--- src/sv/dvru_pkg.sv ---
// Shared types and constants for the distance-vector route update block.
`default_nettype none
package dvru_pkg;

   localparam int MetricW = 10;
   localparam int NicW    = 3;
   localparam int IdxW    = 6;
   localparam int CfgW    = 4;
   localparam int IdxCodes = 2 ** IdxW;

   localparam logic [MetricW-1:0] UNREACH  = 10'd1000;
   localparam logic [CfgW-1:0]    NICS_RST = 4'd8;

   typedef enum logic {
      OP_INSTALL = 1'b0,
      OP_UPDATE  = 1'b1
   } op_type;

   // classified command, as held in the queue
   typedef struct packed {
      op_type               op;
      logic [NicW-1:0]      nic;
      logic                 nic_ok;       // nic addresses a real interface
      logic [MetricW-1:0]   metric;       // as reported
      logic [MetricW-1:0]   inst_metric;  // metric + 1, saturated
   } cmd_type;

endpackage
`default_nettype wire

--- src/sv/dvru_front.sv ---
// Front end: folds the route index into range and classifies each item.
`default_nettype none
module dvru_front #(
   parameter int ROUTES = 64,
   parameter int NICS   = 8
) (
   input  wire logic                           req_op,
   input  wire logic [dvru_pkg::IdxW-1:0]      req_route_index,
   input  wire logic [dvru_pkg::NicW-1:0]      req_nic,
   input  wire logic [dvru_pkg::MetricW-1:0]   req_metric,
   output      logic [$clog2(ROUTES)-1:0]      route,
   output      dvru_pkg::cmd_type              cmd
);

   localparam int RW  = $clog2(ROUTES);
   localparam int NIW = $clog2(NICS);
   localparam int NW  = (NIW > dvru_pkg::NicW) ? NIW : dvru_pkg::NicW;
   localparam int NCW = NW + 1;

   // index modulo ROUTES, constant table
   logic [RW-1:0] mod_tab [dvru_pkg::IdxCodes];

   for (genvar g = 0; g < dvru_pkg::IdxCodes; g++) begin : g_mod
      assign mod_tab[g] = RW'(g % ROUTES);
   end

   assign route = mod_tab[req_route_index];

   always_comb begin
      cmd.op     = dvru_pkg::op_type'(req_op);
      cmd.nic    = req_nic;
      cmd.nic_ok = (NCW'(req_nic) < NCW'(NICS));
      cmd.metric = req_metric;
      if (req_metric >= dvru_pkg::UNREACH) begin
         cmd.inst_metric = dvru_pkg::UNREACH;
      end else begin
         cmd.inst_metric = req_metric + dvru_pkg::MetricW'(1);
      end
   end

endmodule
`default_nettype wire

--- config.mk ---
export PLATFORM = sky130hd
export DESIGN_NAME = dvru_front
export DESIGN_NICKNAME = d
export VERILOG_FILES = /design/src/sv/dvru_pkg.sv /design/src/sv/dvru_front.sv
export SDC_FILE = /design/constraint.sdc
export NUM_CORES = 1
export LEC_CHECK = 0
export BUFFER_PORTS_ARGS = -buffer_cell sky130_fd_sc_hd__buf_2
export CAP_MARGIN = 10
export CORE_AREA = 2 2 39 41
export DETAILED_ROUTE_END_ITERATION = 7
export DIE_AREA = 0 0 41 43
export PLACE_DENSITY_LB_ADDON = 0.1
export SLEW_MARGIN = 20
export SYNTH_ARGS = -nofsm -noshare
export SYNTH_HDL_FRONTEND = slang
export SYNTH_SLANG_ARGS = --single-unit
--- constraint.sdc ---
create_clock -name vclk -period 2.31
set_input_delay 0.462 -clock vclk [all_inputs]
set_output_delay 0.462 -clock vclk [all_outputs]
set_load 0.01 [all_outputs]
==> results of run 1 <==
per-stage QoR:
| stage | power, uW | setup WS [ns] |
|---|---|---|
| after detailed placement | 75.0 | 0.284 |
| after global placement | 75.4 | 0.306 |
| after CTS | 75.4 | 0.284 |
| final | 74.0 | 0.277 |
| after floorplan | 65.2 | 0.608 |
| after global routing | 83.6 | 0.186 |
layout make-up:
class	instances	area (um^2)	area share [%]
multi-input combinational	35	211	53.3
timing repair buffer	30	150	37.9
tap	16	20.0	5.05
inverter	4	15.0	3.79
kinds of logic after synthesis:
| group | count (synthesis) |
|---|---|
| mux | 1 |
| xor+xnor | 3 |
| other cells | 1 |
| buf+inv | 25 |
| simple gates | 23 |
| compound gates | 5 |
| fa+ha+maj | 2 |
final timing paths:
| path | start | to | slack (ns) | depth (start not counted) |
|---|---|---|---|---|
| hold / removal | req_nic[0] | cmd[21] | 0.92 | 0 |
| setup / recovery | req_metric[0] | cmd[8] | 0.28 | 6 |
placed cells by master (no fill, tap or decap), drive strengths merged:
cell type   n
or2         1
inv         4
nand4       3
ha          2
xor2        2
nor2        5
mux2        1
or3         3
o21ai       4
and2        1
xnor2       1
nand3       7
o31ai       1
nand2       3
conb        1
buf        30
power breakdown:
group / internal [uW] / total (uW) / switching, uW / leakage (uW)
Clock: 0 / 0 / 0 / 0
Combinational: 31.2 / 74.0 / 42.8 / 0.000216
Sequential: 0 / 0 / 0 / 0
routing by layer:
metal / GRT usage [%] / vias up / share of wire [%]
met5: 0 / - / 0
li1: - / 195 / -
met4: 0.667 / 0 / 0
met2: 14.7 / 14 / 46
met1: 14.6 / 168 / 47
met3: 0 / 0 / 7.4
worst max-delay path, delay by kind of cell:
family	cells	cell delay, ns
buffers and inverters	2	0.26
muxes	1	0.33
and+or+nand+nor	2	0.30
adders and majority gates	1	0.22
==> impl_metrics.py, run 1 <==
metrics = {
    "grt": {
        "antenna_found_initial": 0,
        "track_usage_pct": 9.39,
        "grt_pass1_vias": 280,
        "grt_pass1_wl_um": 1260,
        "grt_overflow": 0,
        "grt_max_degree": 8,
    },
    "setup_path": {
        "crit_chain": "buf_2 -> ha_1 -> nand4_1 -> nor2_1 -> mux2_2 -> buf_2",
        "required_ns": 1.85,
        "path_class": "in2out",
        "end_kind": "output pin",
        "arrival_ns": 1.57,
        "crit_path_start_kind": "input port",
        "max_stage_delay_ns": 0.33,
        "cp_max_fo": 6,
        "cpMaxStageDelayCell": "mux2_2",
        "cpMostUsedCell": "buf_2",
    },
    "synthesis": {
        "synth.most_common_cell": "buf_4",
        "synth_compound_area_share_pct": 7.17,
        "synthAdderAreaFrac_pct": 6.51,
        "netlist_top_cells_area": "buf_4 (41%), nand3_1 (9.1%), ha_1 (6.5%), nand4_1 (4.9%), nor2_1 (4.9%)",
        "synth_top_family_by_area": "buffers and inverters",
        "synth_simple_gate_area_share_pct": 30.6,
        "synth.area.mux_share_pct": 2.93,
        "synth_top_area_share_pct": 41.0,
        "syn_avg_cell_area_um2": 6.40,
        "synth_area_leader_cell": "buf_4",
        "ys_seq_area_share_pct": 0,
        "netlist_area_um2": 384,
        "yosys_warnings": 0,
        "synthXorXnorAreaFrac_pct": 6.84,
        "syn-instance-count": 60,
        "synthTopCellsByCount": "buf_4 (21), nand3_1 (7), nor2_1 (5)",
        "synth.distinct_cells": 17,
        "syn_nets": 82,
    },
    "route": {
        "wl_um": 840,
        "drc_errors": 0,
        "num_vias": 377,
        "postRouteAntennaNets": 0,
        "via_per_inst": 4.44,
        "drt_iter0_markers": 1,
        "first_pass_iters": 2,
        "avgRoutedWirePerCell_um": 9.88,
    },
    "pwr": {
        "powerDensity_nw_per_um2": 187,
        "ir_worst_vdd_mv": 0.0522,
        "p_leak_uw": 0.000216,
    },
    "clock_tree": {
        "cts_resized": 0,
        "post_cts_buffers": 0,
        "ctsHoldBuffers": 0,
    },
    "timing": {
        "hold_viol_final": 0,
        "min_period_ns": 2.03,
        "maxSlewViolCount": 0,
        "rsz0062_at_grt": "false",
        "finalSetupTns_ns": 0,
        "period_share_pct": 88.0,
        "setup_violations": 0,
        "holdWs_ns": 0.924,
        "fmax_mhz": 492,
    },
    "job": {
        "drv_cap": 0,
    },
    "finish": {
        "numSequentialCells": 0,
        "drive_gt1_share_pct": 46.4,
        "final_cell_count_no_fill": 85,
        "nFillCells": 165,
        "seq_area_um2": 0,
        "nClkBuffers": 0,
        "nets": 93,
        "areaGrowthSynthToFinish_pct": 3.26,
        "final_util_pct": 28.7,
        "n_antenna_cell": 0,
        "design_area_um2": 397,
    },
    "floorplanning": {
        "die_y_um": 43,
        "start_util_pct": 27.8,
        "num_io_pins": 51,
        "die_area_um2": 1760,
        "rows": 14,
        "core_area_um2": 1380,
        "fp.dieW_um": 41,
    },
    "hold_path": {
        "holdCritPathClass": "in2out",
    },
    "placed_design": {
        "placed_cell_area_um2": 397,
        "place.gp.congestion": 0.693,
        "dp.cells": 85,
        "dp_hpwl_um": 691,
        "port_buffers": 30,
    },
    "outcome": {
        "outcome": "completed",
    },
}
(Power assumes the default switching activity.)
==> run 2: changes to the inputs <==
--- a/config.mk
+++ b/config.mk
@@ -10,7 +10,7 @@
 export CORE_AREA = 2 2 39 41
 export DETAILED_ROUTE_END_ITERATION = 7
 export DIE_AREA = 0 0 41 43
-export PLACE_DENSITY_LB_ADDON = 0.1
+export PLACE_DENSITY = 0.75
 export SLEW_MARGIN = 20
 export SYNTH_ARGS = -nofsm -noshare
 export SYNTH_HDL_FRONTEND = slang
==> run 2 against run 1 <==
  * Total power fell by 0.45%
  * Combinational power barely moved
  * Die area did not move
  * Non-clock buffer count did not move
  * Global-route usage fell by 0.60 points
  * Sequential share of layout area did not move
  * Largest cell class unchanged
  * Largest power group unchanged
==> impl_metrics.py, run 2 (synthesis gave the netlist of run 1 again) <==
metrics = {
    "timing": {
        "fmax_mhz": 498,
        "holdWs_ns": 0.924,
        "fin_ws_ns": 0.303,
        "period_share_pct": 86.9,
        "rsz0062_at_grt": "false",
        "min_period_ns": 2.01,
        "finalSetupTns_ns": 0,
        "setup_violations": 0,
        "maxSlewViolCount": 0,
        "hold_viol_final": 0,
    },
    "grt": {
        "track_usage_pct": 8.79,
        "grt_max_degree": 8,
        "grt_overflow": 0,
        "grt_pass1_vias": 289,
        "grt_pass1_wl_um": 1170,
        "antenna_found_initial": 0,
    },
    "floorplanning": {
        "core_area_um2": 1380,
        "start_util_pct": 27.8,
        "die_y_um": 43,
        "fp.dieW_um": 41,
        "rows": 14,
        "die_area_um2": 1760,
        "num_io_pins": 51,
    },
    "hold_path": {
        "holdCritPathClass": "in2out",
        "whs_path_depth": 0,
    },
    "placed_design": {
        "dp_hpwl_um": 694,
        "pre_cts_slack_ns": 0.290,
        "place.gp.congestion": 0.747,
        "port_buffers": 30,
    },
    "setup_path": {
        "cp_max_fo": 6,
        "path_class": "in2out",
        "required_ns": 1.85,
        "arrival_ns": 1.54,
        "crit_path_start_kind": "input port",
        "end_kind": "output pin",
    },
    "clock_tree": {
        "cts_resized": 0,
        "post_cts_buffers": 0,
        "ctsHoldBuffers": 0,
    },
    "route": {
        "via_per_inst": 4.44,
        "drt_iter0_markers": 2,
        "first_pass_iters": 3,
        "num_vias": 377,
        "drc_errors": 0,
        "avgRoutedWirePerCell_um": 9.29,
        "postRouteAntennaNets": 0,
        "wl_um": 790,
    },
    "finish": {
        "nFillCells": 168,
        "final_util_pct": 28.7,
        "nets": 93,
        "drive_gt1_share_pct": 46.4,
        "areaGrowthSynthToFinish_pct": 3.26,
        "final_common_cell": "buf_2",
        "seq_area_um2": 0,
        "numSequentialCells": 0,
        "nClkBuffers": 0,
        "n_antenna_cell": 0,
        "final_cell_mix": "buf_2 (30), nand3_1 (7), nor2_1 (5)",
    },
    "pwr": {
        "total_power_uw": 73.7,
        "p_leak_uw": 0.000216,
        "powerDensity_nw_per_um2": 186,
        "ir_worst_vdd_mv": 0.0506,
    },
    "job": {
        "drv_cap": 0,
    },
    "outcome": {
        "outcome": "completed",
    },
}
## run 2: cell counts in the layout (fill, tap and decap cells not counted)
Identical to the previous run, type by type.
## run 2: where the power goes
part | switching [uW] | internal, uW | leakage (uW) | total, uW
sequential | 0 | 0 | 0 | 0
clock | 0 | 0 | 0 | 0
combinational | 42.4 | 31.2 | 0.000216 | 73.7
total | 42.4 | 31.2 | 0.000216 | 73.7
## run 2: layer usage
layer | global-route usage (%) | part of all wire, % | vias to the layer above
li1 | - | - | 197
met1 | 11.4 | 43 | 163
met2 | 15.6 | 47 | 17
met3 | 1.05 | 10 | 0
met4 | 0 | 0 | 0
met5 | 0 | 0 | -
## run 2: through the flow
| stage | std cells | cell area [um^2] |
|---|---|---|
| detailed placement | 85 | 397 |
| global placement | 85 | 397 |
| finish | 85 | 397 |
| global route | 85 | 397 |
| floorplan | 60 | 384 |
| CTS | 85 | 397 |
## run 2: path summary, 6_finish.rpt
path	startpoint	end	slack, ns
max	req_metric[0]	cmd[8]	0.30
min	req_nic[0]	cmd[21]	0.92
## run 2: final cells by class
type                       instances  area (um^2)  share of cell area (%)
multi-input combinational         35          211                    53.3
tap                               16         20.0                    5.05
timing repair buffer              30          150                    37.9
inverter                           4         15.0                    3.79
## run 2: worst max-delay path: stages
cell and delay [ns]:
buf_2 0.13, ha_1 0.22, nand4_1 0.14, nor2_1 0.13
mux2_2 0.33, buf_2 0.14
