`config.mk`:
```
export PLATFORM = sky130hd
export DESIGN_NAME = dvru_queue
export DESIGN_NICKNAME = d
export VERILOG_FILES = /design/src/sv/dvru_queue.sv
export SDC_FILE = /design/constraint.sdc
export NUM_CORES = 1
export LEC_CHECK = 0
export ABC_AREA = 1
export BUFFER_PORTS_ARGS = -buffer_cell sky130_fd_sc_hd__clkbuf_2
export CORE_AREA = 5 5 44 53
export CTS_CLUSTER_DIAMETER = 150
export DETAILED_ROUTE_END_ITERATION = 12
export DIE_AREA = 0 0 49 58
export PLACE_DENSITY = 0.8
export SETUP_SLACK_MARGIN = 0.05
export SLEW_MARGIN = 15
export SYNTH_ARGS = -nofsm -noshare
export SYNTH_HDL_FRONTEND = slang
export SYNTH_SLANG_ARGS = --single-unit
```
`constraint.sdc`:
```
create_clock -name clock -period 1.6 [get_ports clock]
set_input_delay 0.16 -clock clock [delete_from_list [all_inputs] [get_ports clock]]
set_output_delay 0.16 -clock clock [all_outputs]
set_load 0.005 [all_outputs]
```
`src/sv/dvru_queue.sv`:
```
// Short FIFO decoupling the front end from the sequencer.
`default_nettype none
module dvru_queue #(
   parameter int WIDTH = 8,
   parameter int DEPTH = 2
) (
   input  wire logic             clock,
   input  wire logic             reset,
   input  wire logic             push_valid,
   output      logic             push_ready,
   input  wire logic [WIDTH-1:0] push_data,
   output      logic             pop_valid,
   input  wire logic             pop_ready,
   output      logic [WIDTH-1:0] pop_data
);

   localparam int PW = (DEPTH > 1) ? $clog2(DEPTH) : 1;
   localparam int CW = $clog2(DEPTH + 1);

   logic [WIDTH-1:0] entry_ff [DEPTH];
   logic [PW-1:0]    wr_ptr_ff, wr_ptr_in;
   logic [PW-1:0]    rd_ptr_ff, rd_ptr_in;
   logic [CW-1:0]    count_ff, count_in;
   logic             push, pop;

   assign push_ready = (count_ff != CW'(DEPTH));
   assign pop_valid  = (count_ff != '0);
   assign pop_data   = entry_ff[rd_ptr_ff];
   assign push       = push_valid && push_ready;
   assign pop        = pop_valid && pop_ready;

   always_comb begin
      wr_ptr_in = wr_ptr_ff;
      rd_ptr_in = rd_ptr_ff;
      count_in  = count_ff;
      if (push) begin
         wr_ptr_in = (wr_ptr_ff == PW'(DEPTH - 1)) ? '0 : wr_ptr_ff + PW'(1);
      end
      if (pop) begin
         rd_ptr_in = (rd_ptr_ff == PW'(DEPTH - 1)) ? '0 : rd_ptr_ff + PW'(1);
      end
      if (push && !pop) begin
         count_in = count_ff + CW'(1);
      end else if (pop && !push) begin
         count_in = count_ff - CW'(1);
      end
   end

   always_ff @(posedge clock) begin
      if (reset) begin
         wr_ptr_ff <= '0;
         rd_ptr_ff <= '0;
         count_ff  <= '0;
      end else begin
         wr_ptr_ff <= wr_ptr_in;
         rd_ptr_ff <= rd_ptr_in;
         count_ff  <= count_in;
      end
   end

   always_ff @(posedge clock) begin
      if (push) begin
         entry_ff[wr_ptr_ff] <= push_data;
      end
   end

endmodule
`default_nettype wire

```
==> reports/metrics.cfg, run 1 <==
[outcome]
status=finished, final reports clean

[clock_tree]
path_clk_slew_ps=110
postCtsHoldBufs=0
cts_setup_buffers=0
cts_sinks=21
cts_buffer_depth=2
clk_root_buffer_cell=clkbuf_4
h-tree-depth=1
tritoncts=yes
cts_buffers=3
clock_latency_ps=290

[die]
dieWidth_um=49
die-area_um2=2840
core_um2=1790
die_height_um=58
initial_core_util_pct=46.2
fp-row-count=17
ioPinCount=22

[power_and_ir_drop]
vdd_drop_max_mv=1.05
finalPower_uw=1440
p_leak_uw=0.000426
p_per_area_nw_per_um2=1450

[timing]
hold_slack_ps=48.2
setup_tns_ps=0
tightestPinTransition_ps=190
setup_violations=0
finalMaxSlewViolations=0
skew_ps=6.29
clock.fmax_mhz=717
period_minus_slack_ps=1390
slew_headroom_pct=87.3
fin_ws_ps=206
post-route-period-util_pct=87.1
rsz0062_at_grt=false
hold_viol=0

[worst_setup_path]
worstPathMaxFanout=4
worst_ep_arrival_time_ps=1630
cp_common_cell=nand2_1
required_ps=1830
crit_path_start_kind=register
cp-end-kind=register
max_stage_delay_ps=400
crit_slowest_cell=dfxtp_1
crit_family=simple AND/OR/NAND/NOR gates
path_class=register to register
path_cells=inv_2 -> nand2_1 -> nand2_1 -> ha_1 -> inv_1 -> nand3_1 -> nand2_1 -> inv_1 -> nor2_1
path_buf_inv=3

[global_route]
grt_pass1_vias=558
grt.overflow.total=0
antenna_found_initial=0
grt_pass1_wl_um=2250
grt_max_degree=13
grt.total_usage_pct=9.87

[detailed_routing]
drc=0
drt_wl_total_um=1380
first_pass_iters=4
vias=514
wire_per_inst_um=12.9
routed_via_density=4.80
ant_nets=0
drt_iter0_markers=13

[final_layout]
final_nets=102
area_delta_synth_final_pct=20.3
antennaDiodeCount=0
drive_gt1_share_pct=45.5

[job]
cap_viol_max_count=0

[synthesis]
ys_top_cells_by_area=edfxtp_1, dfxtp_1, mux2_2
yosysTopAreaCell=edfxtp_1
ys_types=17
synth_top_area_share_pct=58.2
avgSynthCellArea_um2=13.3
syn_nets=75
synthCells=62
ys_ff_latch=21
yosysSeqAreaShare_pct=70.3
synth_warnings=0
synth_area_um2=826

[placed_design]
hpwl_um=1100
place_congestion=0.668
portBuffers=21
dp_slack_ps=223

[hold_path]
hp-class=input pin to register

registers in the layout, summed over array words and instances, names as in the netlist, named ones only:
signal and flops:
count_ff 2, wr_ptr_ff 1, rd_ptr_ff 1, entry_ff 16
kinds of logic (layout without fill, tap and decap cells):
logic type / Yosys count / in the layout / share of synthesized area [%]
flip-flops: 21 / 21 / 70.3
AND/OR/NAND/NOR: 19 / 19 / 10.5
buffers and inverters: 9 / 35 / 4.39
multiplexers: 8 / 8 / 10.9
AO/OA/AOI/OAI: 4 / 4 / 2.42
adder cells (fa/ha/maj): 1 / 1 / 1.51
through the flow:
stage	instances	cell area (µm²)	utilization (%)
global route	107	993	55.6
detailed placement	103	965	54.0
finish	107	993	55.6
global placement	103	965	54.0
CTS	107	992	55.5
floorplan	62	826	-
worst reg2reg max path, delay by kind of cell, from the launching register on:
kind | cells | cell delay, ps
adders and majority gates | 1 | 290
buffers and inverters | 3 | 210
DFF | 1 | 400
and+or+nand+nor | 5 | 430
cells in the mapped netlist, drive strengths merged:
library cell and instances:
buf 1, edfxtp 16, nand2 9, inv 7
o21ai 2, ha 1, clkinv 1, dfxtp 5
a21oi 2, mux2 8, nand3 2, nand4 1
nor2 7
placed cells by master (no fill, tap or decap):
cell / count
mux2_2: 8
o21ai_1: 1
dfxtp_1: 4
clkbuf_4: 3
o21ai_0: 1
nand3_1: 2
nor2_1: 7
a21oi_1: 2
clkbuf_2: 21
ha_1: 1
nand2_2: 1
edfxtp_1: 16
inv_2: 1
nand4_1: 1
nand2_1: 7
clkinv_2: 2
buf_4: 2
inv_1: 6
nand2_4: 1
dfxtp_2: 1
per-layer routing:
layer	global-route usage, %	vias up	wire length (µm)
met4	2.31	0	0
met5	0	-	0
li1	-	264	-
met3	3.86	0	125
met2	18.3	17	727
met1	10.4	233	523
what timing repair did:
action / 4_1_cts / 5_1_grt
gates resized for setup: 0 / 1
endpoints found under the setup margin: 0 / 8
hold endpoints to repair: 0 / 0
power by group:
part	leakage (µW)	switching, µW	internal [µW]	total [µW]
combinational	0.000217	235	206	441
clock	0.0000177	148	92.8	241
sequential	0.000191	63.0	697	760
layout make-up:
class | instances | area, µm²
Multi-Input combinational cell | 32 | 209
Clock inverter | 1 | 5.00
Tap cell | 19 | 23.8
Inverter | 8 | 31.3
Sequential cell | 21 | 582
Fill cell | 160 | 793
Clock buffer | 3 | 22.5
Timing Repair Buffer | 23 | 120
final timing paths:
| path | endpoint | slack [ps] | from | cells past startpoint |
|---|---|---|---|---|
| setup / recovery | count_ff[1] | 210 | count_ff[0] | 9 |
| hold / removal | entry_ff[0][3] | 50 | push_data[3] | 1 |
| setup reg to reg | count_ff[1] | 210 | count_ff[0] | 9 |
| hold reg to reg | count_ff[0] | 520 | count_ff[0] | 1 |
Note: power is estimated with default switching activity, not from simulation.
==> inputs of run 2 (changes only) <==
--- a/config.mk
+++ b/config.mk
@@ -5,13 +5,11 @@
 export SDC_FILE = /design/constraint.sdc
 export NUM_CORES = 1
 export LEC_CHECK = 0
-export ABC_AREA = 1
 export BUFFER_PORTS_ARGS = -buffer_cell sky130_fd_sc_hd__clkbuf_2
 export CORE_AREA = 5 5 44 53
-export CTS_CLUSTER_DIAMETER = 150
 export DETAILED_ROUTE_END_ITERATION = 12
 export DIE_AREA = 0 0 49 58
-export PLACE_DENSITY = 0.8
+export PLACE_DENSITY = 0.78
 export SETUP_SLACK_MARGIN = 0.05
 export SLEW_MARGIN = 15
 export SYNTH_ARGS = -nofsm -noshare
==> run 2 against run 1 <==
Net effect: maximum frequency decreased by 7.6%; combinational power grew 6.3%; register-to-register slack got worse by 110 ps; global-route usage shrank 0.10 points; wire length fell by 1.5%; count of clock-buffer cells in the layout unchanged; hold slack better by 2.8 ps.
==> reports/metrics.cfg, run 2 <==
[clock_tree]
path_clk_slew_ps=110  ; about the same
clk_root_buffer_cell=clkbuf_4
cts_buffer_depth=2  ; unchanged
clock_latency_ps=290  ; about the same
h-tree-depth=1  ; unchanged
tritoncts=yes
cts_buffers=3  ; unchanged
cts_sinks=21  ; unchanged

[timing]
rsz0062_at_grt=true
finalMaxSlewViolations=0  ; unchanged
hold_viol=0  ; unchanged
clock.fmax_mhz=663  ; -7.6%
setup_tns_ps=0  ; unchanged
post-route-period-util_pct=94.3  ; +7.1 points
hold_slack_ps=51.1  ; +2.84 ps
tightestPinTransition_ps=376  ; +185 ps
skew_ps=3.02  ; -3.27 ps
slew_headroom_pct=75.0  ; -12 points
period_minus_slack_ps=1510  ; +114 ps
setup_violations=0  ; unchanged

[power_and_ir_drop]
switching_share_pct=28.2  ; -2.7 points
power.switching_uw=418  ; -6.4%
p_leak_uw=0.000401  ; -5.7%
p_seq_share_pct=52.3  ; -0.4 points
p_per_area_nw_per_um2=1490  ; +2.9%
power_frac_comb_pct=31.7  ; +1.1 points
vdd_drop_max_mv=0.718  ; -32%
clkPwrFrac_pct=16.0  ; -0.7 points
power.internal_uw=1060  ; +6.8%

[synthesis]
synth-compound-area-share_pct=3.73  ; +1.3 points
syn_nets=62  ; -17%
yosys.area_share.simple_pct=7.14  ; -3.3 points
yosysTopAreaCell=edfxtp_1
synthArstFlopShare_pct=0  ; unchanged
yosys.area_share.adder_pct=1.55  ; +0.038 points
synth-edff-count=16  ; unchanged
synth_commonest_cells=edfxtp_1, mux2_2, dfxtp_1, nor2_1, xor2_1
ys_ff_latch=21  ; unchanged
yosysSeqAreaShare_pct=72.0  ; +1.7 points
ys.flop_type=edfxtp_1
muxShareOfSynthArea_pct=11.2  ; +0.27 points
yosysMostFrequentCell=edfxtp_1
ys_top_cells_by_area=edfxtp_1, dfxtp_1, mux2_2
synth_warnings=0  ; unchanged
ys_types=17  ; unchanged
avgSynthCellArea_um2=16.4  ; +23%
synth_area_um2=806  ; -2.4%
synth_top_family_by_area=multiplexers
synthCells=49  ; -21%
synth-xor-area-share_pct=3.26  ; +3.3 points
synth_top_area_share_pct=59.6  ; +1.4 points

[final_layout]
nFillCells=165  ; +3.1%
regMostFlops=entry_ff
postLayoutCellArea_um2=991  ; -0.25%
area_delta_synth_final_pct=23.0
regArea_um2=587  ; +0.86%
utilization_pct=55.5  ; -0.14 points
largest_reg_flops=16  ; unchanged
layout_common_cells=clkbuf_2, edfxtp_1, mux2_2
antennaDiodeCount=0  ; unchanged
multi_input_area_um2=229  ; +9.6%
final_nets=89  ; -13%
final_common_cell=clkbuf_2
drive_gt1_share_pct=56.0  ; +11 points
reg.largest.list=entry_ff (16), count_ff (2)

[detailed_routing]
routed_via_density=5.16  ; +7.4%
drt_wl_total_um=1360  ; -1.5%
ant_nets=0  ; unchanged
vias=485  ; -5.6%
drc=0  ; unchanged
wire_per_inst_um=14.4  ; +12%
drt_iter0_markers=5  ; -8
first_pass_iters=4  ; unchanged

[global_route]
antenna_found_initial=0  ; unchanged
grt_pass1_vias=494  ; -11%
grt.total_usage_pct=9.77  ; -0.10 points
use_met3_pct=3.08  ; -0.77 points
grt_use_met2_pct=16.4  ; -1.9 points
grt.overflow.total=0  ; unchanged
grt.busiest_layer=met2
gr-usage-met1_pct=11.3  ; +0.85 points
grt_max_degree=13  ; unchanged
grt_pass1_wl_um=2140  ; -4.9%

[outcome]
status=finished, final reports clean

[die]
initial_core_util_pct=45.1  ; -1.1 points
die-area_um2=2840  ; unchanged
fp-row-count=17  ; unchanged
dieWidth_um=49  ; unchanged
core_um2=1790  ; unchanged
ioPinCount=22  ; unchanged
die_height_um=58  ; unchanged

[placed_design]
portBuffers=21  ; unchanged
hpwl_um=1010  ; -8.3%
place_congestion=0.670  ; +0.24%
dpl_cell_area_um2=937  ; -2.9%

[job]
cap_viol_max_count=0  ; unchanged

[worst_setup_path]
crit_path_start_kind=register
path_class=register to register
cp-end-kind=register
worstPathMaxFanout=5  ; +1
worst_ep_arrival_time_ps=1740  ; +110 ps
required_ps=1830  ; about the same

[hold_path]
hp-class=input pin to register

[run 2: cell types whose count changed in the layout (fill, tap and decap cells not counted), sizes merged, moves of 2 or more]
cell | previous run | this run
xor2 | 0 | 3
nor2 | 7 | 3
nand3 | 2 | 0
inv | 7 | 1
nand2 | 9 | 0
[run 2: power by group through the flow]
stage | registers (µW) | logic [µW] | clock network (µW)
after CTS | 778 | 451 | 249
after global routing | 786 | 511 | 279
after detailed placement | 782 | 422 | 0
after floorplan | 741 | 294 | 0
after global placement | 771 | 403 | 0
final | 774 | 469 | 238
[run 2: critical path: stages (launching register included)]
cell      delay [ps]
dfxtp_4          370
nand2b_4         150
and2_1           190
ha_4             160
xor2_1           150
or3_1            310
a21oi_1          130
[run 2: metal layers]
metal,routed length (µm),vias to the layer above
li1,-,233
met4,22,0
met2,674,18
met1,568,230
met5,0,-
met3,90,4
[run 2: path summary, 6_finish.rpt]
check | start | endpoint | slack, ps | cells past startpoint
worst min register to register | rd_ptr_ff | register | 530 | 2
worst max-delay path | count_ff[0] | count_ff[1] | 90 | 6
worst min-delay path | push_data[0] | entry_ff[1][0] | 50 | 1
worst max register to register | count_ff[0] | count_ff[1] | 90 | 6
[run 2: cells by family after synthesis]
group | count (synthesis)
DFF | 21
and+or+nand+nor | 9
muxes | 8
AOI/OAI and AO/OA | 5
xor gates and xnor gates | 3
buffers and inverters | 2
adders and majority gates | 1
[run 2: through the flow]
stage,setup slack [ps],power (µW),instances
after floorplan,115,1040,49
after global placement,108,1170,89
after detailed placement,40.5,1200,89
after CTS,71.6,1480,93
after global routing,8.13,1580,94
final,91.7,1480,94
[run 2: area by class of cell]
class / count / share of cell area, %
Clock inverter: 1 / 0.505
Sequential cell: 21 / 59.2
Tap cell: 19 / 2.40
Inverter: 1 / 0.379
Timing Repair Buffer: 23 / 12.1
Multi-Input combinational cell: 26 / 23.1
Clock buffer: 3 / 2.27
[run 2: what timing repair did]
| action | 4_1_cts | 5_1_grt |
|---|---|---|
| buffers inserted | 0 | 1 |
| hold endpoints to repair | 0 | 0 |
| pin swaps | 0 | 1 |
| gates resized for setup | 4 | 2 |
| hold buffers | 0 | 0 |
| cloned | 0 | 0 |
| setup endpoints to repair | 1 | 9 |
==> inputs of run 3 (changes only) <==
--- a/config.mk
+++ b/config.mk
@@ -9,6 +9,7 @@
 export CORE_AREA = 5 5 44 53
 export DETAILED_ROUTE_END_ITERATION = 12
 export DIE_AREA = 0 0 49 58
+export HOLD_SLACK_MARGIN = 0.12
 export PLACE_DENSITY = 0.78
 export SETUP_SLACK_MARGIN = 0.05
 export SLEW_MARGIN = 15
==> run 3 against run 2 <==
Net effect: maximum frequency down 0.12%; non-clock buffer count up 9; total power up 1.3%; die area unchanged.
==> reports/metrics.cfg, run 3 (synthesized netlist as in run 2, its figures left out) <==
[power_and_ir_drop]
p_per_area_nw_per_um2=1390  ; -7.1%
p_leak_uw=0.000439  ; +9.4%
vdd_drop_max_mv=0.721  ; +0.38%

[global_route]
grt_pass1_vias=521  ; +5.5%
grt_max_degree=13  ; unchanged
antenna_found_initial=0  ; unchanged
grt.overflow.total=0  ; unchanged
grt.total_usage_pct=10.4  ; +0.60 points
grt_pass1_wl_um=2290  ; +7.1%

[final_layout]
multi_input_area_um2=229  ; unchanged
final_nets=98  ; +10%
nFillCells=158  ; -4.2%
final_common_cell=clkbuf_2
area_delta_synth_final_pct=34.2
reg.largest.list=entry_ff (16), count_ff (2)
largest_reg_flops=16  ; unchanged
finalNonFillerCells=103  ; +9.6%
regArea_um2=587  ; unchanged
antennaDiodeCount=0  ; unchanged
regMostFlops=entry_ff
layout_common_cells=clkbuf_2, edfxtp_1, dlygate4sd3_1
postLayoutCellArea_um2=1080  ; +9.1%
drive_gt1_share_pct=50.0  ; -6.0 points

[timing]
setup_tns_ps=0  ; unchanged
setup_violations=0  ; unchanged
finalMaxSlewViolations=0  ; unchanged
rsz0062_at_grt=true
clock.fmax_mhz=662  ; -0.12%
tightestPinTransition_ps=376  ; +0.0305 ps
hold_viol=0  ; unchanged
skew_ps=2.97  ; -0.0422 ps
period_minus_slack_ps=1510  ; +1.82 ps
fin_ws_ps=89.9  ; -1.82 ps
hold_slack_ps=178  ; +127 ps
post-route-period-util_pct=94.4  ; +0.11 points
slew_headroom_pct=75.0  ; about the same

[worst_setup_path]
reg2reg_depth=6  ; unchanged
crit_path_start_kind=register
path_class=register to register
cp-end-kind=register
reg2reg_from=count_ff[0]
rr_endpoint=count_ff[1]
worst_ep_arrival_time_ps=1740  ; about the same
required_ps=1830  ; about the same
rrSetupSlack_ps=90  ; about the same
crit_start=count_ff[0]
worstPathMaxFanout=5  ; unchanged
endpoint=count_ff[1]

[placed_design]
hpwl_um=1010  ; unchanged
place_congestion=0.670  ; unchanged
place_inst=89  ; unchanged
dp_slack_ps=40.5  ; unchanged
portBuffers=21  ; unchanged
dpl_cell_area_um2=937  ; unchanged

[detailed_routing]
drc=0  ; unchanged
first_pass_iters=4  ; unchanged
drt_wl_total_um=1410  ; +3.9%
ant_nets=0  ; unchanged
routed_via_density=5.00  ; -3.1%
wire_per_inst_um=13.7  ; -5.2%
vias=515  ; +6.2%
drt_iter0_markers=1  ; -4

[die]
ioPinCount=22  ; unchanged
die-area_um2=2840  ; unchanged
dieWidth_um=49  ; unchanged
core_um2=1790  ; unchanged
fp-row-count=17  ; unchanged
die_height_um=58  ; unchanged
initial_core_util_pct=45.1  ; unchanged

[clock_tree]
path_clk_slew_ps=110  ; about the same
clk_root_buffer_cell=clkbuf_4
cts_sinks=21  ; unchanged
clock_latency_ps=290  ; about the same
h-tree-depth=1  ; unchanged
cts_buffer_depth=2  ; unchanged
cts_buffers=3  ; unchanged
tritoncts=yes

[hold_path]
hp-class=input pin to register
hold_depth=3  ; +2

[outcome]
status=finished, final reports clean

[job]
cap_viol_max_count=0  ; unchanged

[run 3: cell count changes in the layout (fill, tap and decap cells not counted), sizes merged]
cell         change
dlygate4sd3      +9
[run 3: metrics by stage]
| step | total power [µW] | utilization (%) |
|---|---|---|
| CTS | 1490 | 59.9 |
| detailed placement | 1200 | 52.5 |
| global route | 1600 | 60.5 |
| floorplan | 1040 | - |
| global placement | 1170 | 52.5 |
| finish | 1500 | 60.5 |
[run 3: worst min path at each step]
stage | start | endpoint | slack (ps)
5_1_grt | push_valid | wr_ptr_ff | 170
3_3_place_gp | push_data[3] | entry_ff[1][3] | 350
6_report | push_valid | wr_ptr_ff | 180
3_5_place_dp | push_data[0] | entry_ff[0][0] | 360
2_1_floorplan | reset | count_ff[1] | 230
4_1_cts | push_valid | wr_ptr_ff | 170
[run 3: critical path: stages (launching register included)]
cell and delay [ps]:
dfxtp_4 370, nand2b_4 150, and2_1 190, ha_4 160
xor2_1 150, or3_1 310, a21oi_1 130
[run 3: report_power, final]
group,internal (µW),switching [µW],leakage [µW]
sequential,703,71.9,0.000192
combinational,281,207,0.000229
clock,92.9,145,0.0000177
[run 3: final cells by class]
cell class	count	share of cell area, %
clock buffer	3	2.08
sequential	21	54.3
inverter	1	0.347
clock inverter	1	0.463
multi-input combinational	26	21.2
tap	19	2.20
timing repair buffer	32	19.4
[run 3: what timing repair did]
item,CTS,global route
hold buffers,9,0
endpoints found under the hold margin,21,0
buffers inserted,0,1
setup endpoints to repair,1,9
gates cloned,0,0
gates resized for setup,4,2
pin swaps,0,1
[run 3: per-layer routing]
layer / share of wire [%] / up-vias / wire, µm / GRT usage [%]
li1: - / 251 / - / -
met1: 43 / 242 / 606 / 12.1
met2: 50 / 18 / 697 / 17.5
met3: 5.8 / 4 / 82 / 3.08
met4: 1.6 / 0 / 22 / 4.62
met5: 0 / - / 0 / 0
